File: src/design/audio_volume_leveler_defines.svh
// ----------------------------------------------------------------------------
// audio_volume_leveler_defines.svh
// Assertion macros shared by the leveler RTL. Each expects clk and rst_n.
// ----------------------------------------------------------------------------
`ifndef AUDIO_VOLUME_LEVELER_DEFINES_SVH
`define AUDIO_VOLUME_LEVELER_DEFINES_SVH

// same-cycle implication
`define AVL_ASSERT_IMP(label, ante, cons, msg) \
    label: assert property (@(posedge clk) disable iff (!rst_n) (ante) |-> (cons)) \
        else $error(msg);

// next-cycle implication
`define AVL_ASSERT_NXT(label, ante, cons, msg) \
    label: assert property (@(posedge clk) disable iff (!rst_n) (ante) |=> (cons)) \
        else $error(msg);

`endif

File: src/design/avl_pkg.sv
// ----------------------------------------------------------------------------
// avl_pkg
// Widths, reset values, register indexes and shared types of the leveler.
// ----------------------------------------------------------------------------
package avl_pkg;

    localparam int SAMPLE_W   = 24;
    localparam int GAIN_W     = 25;
    localparam int COEF_W     = 24;
    localparam int TARGET_W   = 23;
    localparam int AMOUNT_W   = 4;
    localparam int CFG_INDEX_W = 3;
    localparam int CFG_DATA_W = 25;
    localparam int OUT_TDATA_W = 56;
    localparam int ROOT_W     = 32;
    localparam int MUL_A_W    = 33;
    localparam int MUL_B_W    = 26;
    localparam int PROD_W     = MUL_A_W + MUL_B_W;

    // register indexes
    localparam logic [CFG_INDEX_W-1:0] REG_TARGET_LEVEL   = 3'd0;
    localparam logic [CFG_INDEX_W-1:0] REG_ATTACK_COEF    = 3'd1;
    localparam logic [CFG_INDEX_W-1:0] REG_RELEASE_COEF   = 3'd2;
    localparam logic [CFG_INDEX_W-1:0] REG_MAKEUP_GAIN    = 3'd3;
    localparam logic [CFG_INDEX_W-1:0] REG_LEVELER_AMOUNT = 3'd4;

    // register reset values
    localparam logic [TARGET_W-1:0] TARGET_RST  = 23'd838861;
    localparam logic [COEF_W-1:0]   ATTACK_RST  = 24'd16775468;
    localparam logic [COEF_W-1:0]   RELEASE_RST = 24'd16776866;
    localparam logic [GAIN_W-1:0]   MAKEUP_RST  = 25'd4848350;
    localparam logic [AMOUNT_W-1:0] AMOUNT_RST  = 4'd5;

    localparam logic [GAIN_W-1:0]   ONE_Q20     = 25'd1048576;
    localparam logic [GAIN_W-1:0]   GAIN_MAX    = 25'd33554431;
    localparam logic [SAMPLE_W-1:0] QUIET_FLOOR = 24'd8;

    // request to the ratio / square-root unit
    typedef struct packed {
        logic                start;
        logic [TARGET_W-1:0] target;
        logic [SAMPLE_W-1:0] envelope;
    } avl_root_req_t;

    // status back from the unit
    typedef struct packed {
        logic              busy;
        logic              done;
        logic [ROOT_W-1:0] root;
    } avl_root_stat_t;

    // gain ceiling 1 + 3*amount in Q5.20, saturated
    function automatic logic [GAIN_W-1:0] gain_ceiling(input logic [AMOUNT_W-1:0] amount);
        logic [5:0] steps;
        steps = 6'd1 + 6'(amount) * 6'd3;
        if (steps > 6'd31)
            return GAIN_MAX;
        else
            return {steps[4:0], 20'd0};
    endfunction

endpackage

File: src/design/avl_ratio_root.sv
// ----------------------------------------------------------------------------
// avl_ratio_root
// Iterative floor(sqrt(target * 2^40 / envelope)): radix-2 restoring divide,
// then digit-by-digit square root, two steps per clock in each phase.
// ----------------------------------------------------------------------------
module avl_ratio_root (
    input  logic                  clk,
    input  logic                  rst_n,
    input  avl_pkg::avl_root_req_t  req,
    output avl_pkg::avl_root_stat_t stat
);

    localparam logic [1:0] PH_IDLE = 2'd0;
    localparam logic [1:0] PH_DIV  = 2'd1;
    localparam logic [1:0] PH_SQRT = 2'd2;

    logic [1:0]  phase_reg;
    logic        done_reg;
    logic [4:0]  cnt_reg;
    logic [63:0] num_reg;     // dividend / quotient, then radicand
    logic [23:0] den_reg;
    logic [23:0] drem_reg;
    logic [33:0] srem_reg;
    logic [avl_pkg::ROOT_W-1:0] root_reg;

    // divide: two quotient bits
    logic [24:0] t1, t2;
    logic        q1, q2;
    logic [23:0] r1, r2;

    // square root: two root bits
    logic [35:0] u1, u2, tr1, tr2, v1, v2;
    logic        s1, s2;
    logic [avl_pkg::ROOT_W-1:0] root1, root2;

    always_comb
    begin
        t1 = {drem_reg, num_reg[63]};
        q1 = t1 >= {1'b0, den_reg};
        r1 = q1 ? 24'(t1 - {1'b0, den_reg}) : t1[23:0];
        t2 = {r1, num_reg[62]};
        q2 = t2 >= {1'b0, den_reg};
        r2 = q2 ? 24'(t2 - {1'b0, den_reg}) : t2[23:0];

        u1    = {srem_reg, num_reg[63:62]};
        tr1   = {2'b00, root_reg, 2'b01};
        s1    = u1 >= tr1;
        v1    = s1 ? (u1 - tr1) : u1;
        root1 = {root_reg[avl_pkg::ROOT_W-2:0], s1};
        u2    = {v1[33:0], num_reg[61:60]};
        tr2   = {2'b00, root1, 2'b01};
        s2    = u2 >= tr2;
        v2    = s2 ? (u2 - tr2) : u2;
        root2 = {root1[avl_pkg::ROOT_W-2:0], s2};
    end

    // control
    always_ff @(posedge clk or negedge rst_n)
    begin
        if (!rst_n)
        begin
            phase_reg <= PH_IDLE;
            done_reg  <= 1'b0;
        end
        else
        begin
            done_reg <= 1'b0;
            case (phase_reg)
                PH_IDLE:
                begin
                    if (req.start)
                        phase_reg <= PH_DIV;
                end
                PH_DIV:
                begin
                    if (cnt_reg == 5'd0)
                        phase_reg <= PH_SQRT;
                end
                PH_SQRT:
                begin
                    if (cnt_reg == 5'd0)
                    begin
                        phase_reg <= PH_IDLE;
                        done_reg  <= 1'b1;
                    end
                end
                default:
                    phase_reg <= PH_IDLE;
            endcase
        end
    end

    // datapath
    always_ff @(posedge clk)
    begin
        case (phase_reg)
            PH_IDLE:
            begin
                if (req.start)
                begin
                    num_reg  <= {1'b0, req.target, 40'd0};
                    den_reg  <= req.envelope;
                    drem_reg <= 24'd0;
                    cnt_reg  <= 5'd31;
                end
            end
            PH_DIV:
            begin
                num_reg  <= {num_reg[61:0], q1, q2};
                drem_reg <= r2;
                if (cnt_reg == 5'd0)
                begin
                    cnt_reg  <= 5'd15;
                    srem_reg <= 34'd0;
                    root_reg <= '0;
                end
                else
                    cnt_reg <= cnt_reg - 5'd1;
            end
            PH_SQRT:
            begin
                num_reg  <= {num_reg[59:0], 4'd0};
                srem_reg <= v2[33:0];
                root_reg <= root2;
                cnt_reg  <= cnt_reg - 5'd1;
            end
            default:
            begin
            end
        endcase
    end

    assign stat.busy = (phase_reg != PH_IDLE);
    assign stat.done = done_reg;
    assign stat.root = root_reg;

endmodule

File: config.mk
export PLATFORM = sky130hd
export DESIGN_NAME = avl_ratio_root
export DESIGN_NICKNAME = d
export VERILOG_FILES = /design/src/design/audio_volume_leveler_defines.svh /design/src/design/avl_pkg.sv /design/src/design/avl_ratio_root.sv
export SDC_FILE = /design/constraint.sdc
export NUM_CORES = 1
export LEC_CHECK = 0
export ABC_AREA = 1
export BUFFER_PORTS_ARGS = -buffer_cell sky130_fd_sc_hd__buf_2
export CAP_MARGIN = 20
export CELL_PAD_IN_SITES_DETAIL_PLACEMENT = 2
export CELL_PAD_IN_SITES_GLOBAL_PLACEMENT = 2
export CORE_ASPECT_RATIO = 1.25
export CORE_MARGIN = 2
export CORE_UTILIZATION = 40
export DETAILED_ROUTE_END_ITERATION = 8
export PLACE_DENSITY = 0.89
export REMOVE_ABC_BUFFERS = 1
export SYNTH_ARGS = -nofsm -noshare
export SYNTH_HDL_FRONTEND = slang
export SYNTH_SLANG_ARGS = --single-unit
File: constraint.sdc
create_clock -name clk -period 19.13 [get_ports clk]
set_clock_uncertainty 0.1 [all_clocks]
set_input_delay 3.826 -clock clk [delete_from_list [all_inputs] [get_ports clk]]
set_output_delay 3.826 -clock clk [all_outputs]
set_load 0.02 [all_outputs]
==> results of run 1 <==
==> power breakdown <==
part / leakage, nW / internal, W / switching [W]
logic: 5.50 / 0.000596 / 0.00130
registers: 1.80 / 0.000645 / 0.0000663
clock network: 0.293 / 0.000188 / 0.000195
==> final cells by class <==
| type | instances | share of cell area |
|---|---|---|
| Timing Repair Buffer | 91 | 0.0316 |
| Clock buffer | 18 | 0.0266 |
| Sequential cell | 186 | 0.338 |
| Multi-Input combinational cell | 1387 | 0.484 |
| Inverter | 324 | 0.0739 |
| Clock inverter | 14 | 0.00941 |
| Tap cell | 486 | 0.0369 |
==> layer usage <==
metal	share of wire	wire (um)
met1	0.37	21600
met2	0.54	31700
met3	0.026	1510
met4	0.063	3670
met5	0	0
==> per-stage QoR <==
stage / total power [W] / setup WS [ps]
finish: 0.00299 / 12210
global placement: 0.00237 / 13010
global route: 0.00319 / 11710
floorplan: 0.00195 / 11810
detailed placement: 0.00252 / 12430
CTS: 0.00297 / 12310
==> worst paths after layout <==
kind / start / slack (ps) / to / cells past startpoint
max: num_reg[63] / 12210 / drem_reg[20] / 32
min: root_reg[27] / 470 / root_reg[29] / 2
max reg2reg: num_reg[63] / 12210 / drem_reg[20] / 32
min reg2reg: root_reg[27] / 470 / root_reg[29] / 2
max in group asynchronous: rst_n / 15750 / phase_reg[0] / 1
min in group asynchronous: rst_n / 3030 / done_reg / 1
==> synthesized netlist by cell type, types with 13 or more instances <==
library cell  instances
nand3_1              65
o221ai_1             25
nor2_1              147
nand4_1              13
nand2_1             439
ha_1                120
clkbuf_1             27
xnor2_1              49
o22ai_1              36
o21a_1               15
nor3_1               28
inv_1               319
o21ai_1              30
edfxtp_1            183
a21oi_1             155
xor2_1               38
o21ai_0             119
==> worst max-delay path, delay by kind of cell, from the launching register on <==
kind | cells | cell delay [ps]
and+or+nand+nor | 18 | 2600
AOI/OAI and AO/OA | 7 | 1970
buffers and inverters | 5 | 890
adders and majority gates | 2 | 570
DFF | 1 | 480
==> kinds of logic (layout without fill, tap and decap cells) <==
family          after synthesis  in the layout
compound gates              445            445
xor+xnor                     87             87
fa+ha+maj                   122            122
buf+inv                     371            447
flops                       186            186
simple gates                733            733
==> impl_results.md, run 1 <==
- Top cell type's share of synthesized area: 0.367
- Area taken by multi-input logic gates: 7970 um2
- Clock tree buffer depth: 2
- Xor/xnor share of the synthesized area: 0.0510
- Initial antenna violation count: 0
- Final non-filler cell area: 16,500 um2
- Placed Instance Area: 15,800 um2
- Register area: 5570 um2
- Worst Tran Pin Value: 1020 ps
- Met3 usage: 0.0369
- H-tree depth: 4
- Unique masters post-synth: 53
- Ant diodes: 0
- Worst path max stage delay: 630 ps
- Worst Path Max Fanout: 34
- DP Cell Count: 2,471
- Final worst path period need: 6920 ps
- GRT busiest layer: met2
- First-pass GRT wire length: 91.6 mm
- Area delta synth->final: 10.2%
- Reg clk slew, reported paths: 80 ps
- Fillers: 4,325
- Die extent in y: 220 um
- DRC: 0
- DRT Pass-1 Iters: 5
- Pwr dens: 181 nW/um2
- Vias in the first global route: 16,567
- Total congestion overflow: 0
- GR Util met2: 0.583
- Seq/Total Area, Yosys: 0.372
- Hold WS: 472 ps
- Area contributors post-synth: edfxtp_1 (37%), nand2_1 (11%), ha_1 (10%)
- Row count: 79
- Synth Area in Compound Gates: 0.172
- DRT antenna net count: 0
- M1 GR Usage: 0.316
- Critical path's slowest cell: nor2_4
- TNS Setup: 0 ps
- Fin util: 0.445
- CTS tree: done
- Mapped Avg Cell Area: 7.69 um2
- Main synth FF type: edfxtp_1
- Post-synth ARST share: 0.0161
- GP Congestion: 0.931
- Fin cells: 2,506
- Clock Latency Late Sink: 500 ps
- Area leader, netlist: edfxtp_1
- Initial Utilization: 0.403
- Detailed placement HPWL: 44.3 mm
- Worst rel slew slack: 0.321
- Cell Area, Synth: 15,000 um2
- Die area: 39,000 um2
- Hold_buf cts: 0
- CTS resizes: 0
- CP most frequent cell: nand2_1
- Critical Path End Type: register
- Min-delay worst type: register to register
- Combinational family with the most area after synthesis: simple AND/OR/NAND/NOR gates
- Number of flops mapped to enable cells by yosys: 183
- Leading cell type in the layout, fill and taps excluded: nand2_1
- Pleak: 7.59 nW
- Required time worst endpoint: 19,280 ps
- Final worst-path cycle share: 0.362
- Status: completed
- Share of cells above drive strength 1: 0.0866
- Initial DRC Count: 717
- Core area: 37,100 um2
- Crit Path Category: register to register
- Arrival time at the worst endpoint: 7070 ps
- Largest net degree at the start of global routing: 67
- Cts bufs inserted: 17
- Total GRT Usage: 0.307
- Pins Over Slew Limit: 0
- Via count: 14,354
- Maximum vdd drop: 0.237 mV
- Drt wl/cell: 23.3 um
- Post-CTS Setup Inserts: 0
- Post-Route WL: 58.5 mm
- Post-layout net count: 2,179
- I/O Pins: 84
- Final setup viols: 0
- Fin. Hold Viols: 0
- RSZ-0062 raised after global routing: no
- Synth warnings: 0
- FF+latch count, synth: 186
- Max reg flops: 64
- Startpoint class of the critical path: register
- Port Buffers: 83
- Die W: 177 um
- Clock sinks: 186
- Most frequent cells in the layout: nand2_1 (437), inv_1 (319), edfxtp_1 (183)
- Post-Synthesis Cells: 1,944
- Highest clock rate: 145 MHz
- Post-synthesis mux area share: 0
- MaxCap Viol Count: 0
- Vias per cell: 5.73
- Simple-gate share of the synthesized area: 0.205
- Adder-Cell Fraction of Synth Area: 0.103
- CTS Root Cell: clkbuf_16
Power figures use the tool's default switching activity.
==> run 2: changes to the inputs <==
Settings changed: CORE_UTILIZATION 40 to 37, PLACE_DENSITY 0.89 to 0.83.
Clock period 19.13 ns to 6.7 ns, I/O delays scaled along.
==> impl_results.md, run 2 (synthesis results as in run 1) <==
- Status: completed
- DRT Pass-1 Iters: 4
- Ant diodes: 0
- First-pass GRT wire length: 85.1 mm
- Critical Path End Type: register
- Leading cell type in the layout, fill and taps excluded: nand2_1
- CTS Root Cell: clkbuf_16
- Worst Path Max Fanout: 43
- Die W: 184 um
- Clock sinks: 186
- Initial DRC Count: 481
- Drt wl/cell: 21.4 um
- Initial Utilization: 0.374
- Placed Instance Area: 15,900 um2
- Detailed placement HPWL: 42.1 mm
- Initial antenna violation count: 0
- Vias per cell: 5.49
- Vias in the first global route: 15,679
- Area delta synth->final: 10.2%
- Min-delay worst type: register to register
- Most frequent cells in the layout: nand2_1 (437), inv_1 (319), edfxtp_1 (183)
- Final worst-path cycle share: 0.916
- Cts bufs inserted: 17
- CP bufs+invs: 5
- Share of cells above drive strength 1: 0.0875
- Worst rel slew slack: 0.347
- Worst reg2reg path startpoint: root_reg[15]
- CP most frequent cell: nand2_1
- Pwr dens: 503 nW/um2
- Final worst path period need: 6140 ps
- DRC: 0
- Highest clock rate: 163 MHz
- Reg clk slew, reported paths: 80 ps
- Core area: 40,000 um2
- CP top delay family: simple AND/OR/NAND/NOR gates
- Via count: 13,860
- Critical path's slowest cell: ha_1
- Area taken by multi-input logic gates: 7990 um2
- WP depth: 26
- CTS tree: done
- RSZ-0062 raised after global routing: no
- Port Buffers: 83
- Largest net degree at the start of global routing: 70
- Worst Tran Pin Value: 979 ps
- Post-Route WL: 54.1 mm
- TNS Setup: 0 ps
- MaxCap Viol Count: 0
- Max reg flops: 64
- Worst path max stage delay: 450 ps
- Fillers: 4,690
- Final setup viols: 0
- Setup crit start: root_reg[15]
- Arrival time at the worst endpoint: 6310 ps
- Row count: 82
- Cells on worst reg2reg path: 26
- DRT antenna net count: 0
- R2r endpoint: srem_reg[15]
- Die extent in y: 229 um
- FF-to-FF setup slack: 560 ps
- Setup crit end: srem_reg[15]
- Fin. Hold Viols: 0
- H-tree depth: 4
- Crit Path Category: register to register
- Pins Over Slew Limit: 0
- Startpoint class of the critical path: register
- Hold_buf cts: 0
- Clock Latency Late Sink: 490 ps
- Clock tree buffer depth: 2
- Die area: 42,100 um2
- Total GRT Usage: 0.262
- Final non-filler cell area: 16,500 um2
- GP Congestion: 0.912
- Register area: 5570 um2
- Required time worst endpoint: 6870 ps
- Post-layout net count: 2,182
- Pleak: 7.58 nW
- Total congestion overflow: 0
- Maximum vdd drop: 0.373 mV
- I/O Pins: 84
==> run 2: where the power goes <==
group          total [W]  leakage, nW  internal (W)  switching (W)
clock            0.00106        0.284      0.000527       0.000532
sequential       0.00201         1.80       0.00184       0.000165
combinational    0.00522         5.50       0.00168        0.00355
total            0.00829         7.58       0.00405        0.00424
==> run 2: worst min-delay path by stage <==
stage / from / to / slack (ps) / depth (start not counted)
finish: num_reg[0] / num_reg[2] / 470 / 2
global placement: num_reg[0] / num_reg[2] / 410 / 2
global route: num_reg[0] / num_reg[2] / 490 / 2
detailed placement: num_reg[0] / num_reg[2] / 440 / 2
CTS: num_reg[0] / num_reg[2] / 470 / 2
floorplan: num_reg[0] / num_reg[2] / 410 / 2
==> run 2: timing repair <==
item                                   in CTS  in global routing
endpoints found under the hold margin       0                  0
setup buffers                               0                  0
resized for setup                           0                  1
setup endpoints to repair                   0                  9
==> run 2: cell type report <==
type / count / share of cell area
clock inverters: 14 / 0.00933
repair buffers: 93 / 0.0305
clock buffers: 17 / 0.0258
well taps: 504 / 0.0382
multi-input cells: 1388 / 0.484
flip-flops and latches: 186 / 0.338
inverters: 324 / 0.0739
==> run 2: worst register-to-register path, stage by stage (launching register included) <==
cell      delay [ps]
edfxtp_1         420
inv_1            160
ha_1             320
nand2_1           90
nand2_1           80
nand3_1           80
nand2_1          180
a21oi_1          220
nand3_2          270
nand2_4          230
nand2_8          220
inv_4            380
o21ai_0          270
ha_1             450
nand2_1          140
nor2_1           170
inv_1             90
nor2_1           140
inv_1            110
nor3_1           240
nand2_1           90
nand2_1          170
nand2_1          150
nand2_4          380
buf_4            400
o21ai_1          110
a21oi_1          290
==> run 2: metal layers <==
layer / track usage / up-vias / wire length, um
met2: 0.514 / 180 / 30000
met3: 0.0264 / 93 / 939
met4: 0.116 / 0 / 2150
met1: 0.277 / 6920 / 20900
met5: 0 / - / 0
li1: - / 6667 / -
==> run 2: metrics by stage <==
step | setup slack, ps | total power (W) | hold slack, ps | cells | utilization
2_1_floorplan | -616 | 0.00558 | 407 | 1897 | -
3_3_place_gp | 1040 | 0.00679 | 414 | 2493 | 0.397
6_report | 563 | 0.00829 | 465 | 2526 | 0.412
4_1_cts | 469 | 0.00828 | 469 | 2524 | 0.411
3_5_place_dp | 572 | 0.00709 | 439 | 2493 | 0.397
5_1_grt | 15.1 | 0.00898 | 490 | 2526 | 0.412
==> run 3: changes to the inputs <==
Settings changed: CORE_ASPECT_RATIO 1.25 to 2.
==> impl_results.md, run 3 (synthesis results as in run 1) <==
- Post-layout net count: 2,185
- Core area: 40,100 um2
- Most frequent cells in the layout: nand2_1 (437), inv_1 (319), edfxtp_1 (183)
- Worst reg2reg path startpoint: num_reg[63]
- Worst path max stage delay: 530 ps
- Ant diodes: 0
- Final worst path period need: 6360 ps
- Clock tree buffer depth: 2
- Leading cell type in the layout, fill and taps excluded: nand2_1
- H-tree depth: 4
- Worst Path Max Fanout: 29
- Fin. Hold Viols: 0
- Crit Path Category: register to register
- Pleak: 7.59 nW
- Final worst-path cycle share: 0.950
- Critical path's slowest cell: edfxtp_1
- Final non-filler cell area: 16,600 um2
- Initial antenna violation count: 0
- Area delta synth->final: 10.8%
- Share of cells above drive strength 1: 0.0898
- Reg clk slew, reported paths: 80 ps
- CP bufs+invs: 6
- Min-delay worst type: register to register
- CTS tree: done
- Maximum vdd drop: 0.382 mV
- Die area: 42,100 um2
- Final setup viols: 0
- Post-Route WL: 60.0 mm
- Placed Instance Area: 15,900 um2
- Worst Tran Pin Value: 1090 ps
- MaxCap Viol Count: 0
- RSZ-0062 raised after global routing: no
- Pins Over Slew Limit: 0
- Worst rel slew slack: 0.270
- Hold path start: num_reg[0]
- Vias per cell: 5.62
- Die W: 146 um
- Port Buffers: 83
- Hold EP: num_reg[2]
- Critical Path End Type: register
- Cts bufs inserted: 17
- Row count: 104
- Total congestion overflow: 0
- CP most frequent cell: nand2_1
- CTS Root Cell: clkbuf_16
- Clock sinks: 186
- Status: completed
- Largest net degree at the start of global routing: 70
- Die extent in y: 288 um
- Total GRT Usage: 0.285
- Post-route setup slack: 337 ps
- CP top delay family: simple AND/OR/NAND/NOR gates
- Pwr dens: 511 nW/um2
- Clock Latency Late Sink: 490 ps
- Hold WS: 448 ps
- First-pass GRT wire length: 91.2 mm
- R2r endpoint: drem_reg[20]
- Drt wl/cell: 23.5 um
- Required time worst endpoint: 6860 ps
- Initial Utilization: 0.373
- Detailed placement HPWL: 47.8 mm
- Cells on worst reg2reg path: 32
- Hold Crit Depth: 2
- Arrival time at the worst endpoint: 6520 ps
- Pre-CTS WS: -26.6 ps
- Max reg flops: 64
- DRT Pass-1 Iters: 5
- Via count: 14,355
- FF-to-FF setup slack: 340 ps
- GP Congestion: 0.927
- Highest clock rate: 157 MHz
- I/O Pins: 84
- Vias in the first global route: 16,576
- DRC: 0
- Startpoint class of the critical path: register
- DRT antenna net count: 0
- Initial DRC Count: 568
-- run 3: cell count changes in the layout (fill, tap and decap cells not counted), moves of 2 or more --
| cell | previous run | this run |
|---|---|---|
| buf_4 | 9 | 12 |
| clkinvlp_4 | 1 | 4 |
| inv_8 | 5 | 2 |
| clkbuf_1 | 0 | 2 |
-- run 3: through the flow --
stage	total power [W]	std cells	utilization	setup TNS [ps]
after floorplan	0.00558	1897	-	-40630
after global placement	0.00702	2523	0.398	0
after detailed placement	0.00730	2523	0.398	-45.2
after CTS	0.00845	2555	0.412	0
after global routing	0.00909	2556	0.413	0
final	0.00847	2556	0.413	0
-- run 3: worst min-delay path: stages, from the launching register on --
cell      delay, ps
edfxtp_1        350
nand2_1          50
inv_1            40
-- run 3: layout make-up --
cell class                      instances  area, um2
Clock buffer                           19        433
Clock inverter                         13        139
Fill cell                            4722      23500
Inverter                              324       1220
Multi-Input combinational cell       1387       7990
Sequential cell                       186       5570
Tap cell                              530        663
Timing Repair Buffer                   97        548
-- run 3: worst max-delay path by stage --
stage	start	cells past startpoint	end
6_report	num_reg[63]	32	drem_reg[20]
5_1_grt	num_reg[63]	37	drem_reg[20]
4_1_cts	num_reg[63]	32	drem_reg[20]
3_5_place_dp	num_reg[63]	33	drem_reg[0]
3_3_place_gp	num_reg[63]	33	drem_reg[0]
2_1_floorplan	phase_reg[0]	4	root_reg[0]
-- run 3: routing by layer --
layer,global-route usage,part of all wire,vias up
li1,-,-,6669
met1,0.226,0.30,7140
met2,0.595,0.58,333
met3,0.0349,0.023,213
met4,0.237,0.091,0
met5,0,0,-
-- run 3: where the power goes --
| group | total, W | switching (W) | internal, W |
|---|---|---|---|
| Combinational | 0.00540 | 0.00366 | 0.00174 |
| Clock | 0.00106 | 0.000538 | 0.000523 |
| Sequential | 0.00200 | 0.000163 | 0.00184 |
-- run 3: timing repair --
item	4_1_cts	5_1_grt
setup endpoints to repair	4	18
hold buffers	0	0
cloned	0	0
resized for setup	2	4
buffers inserted	0	0
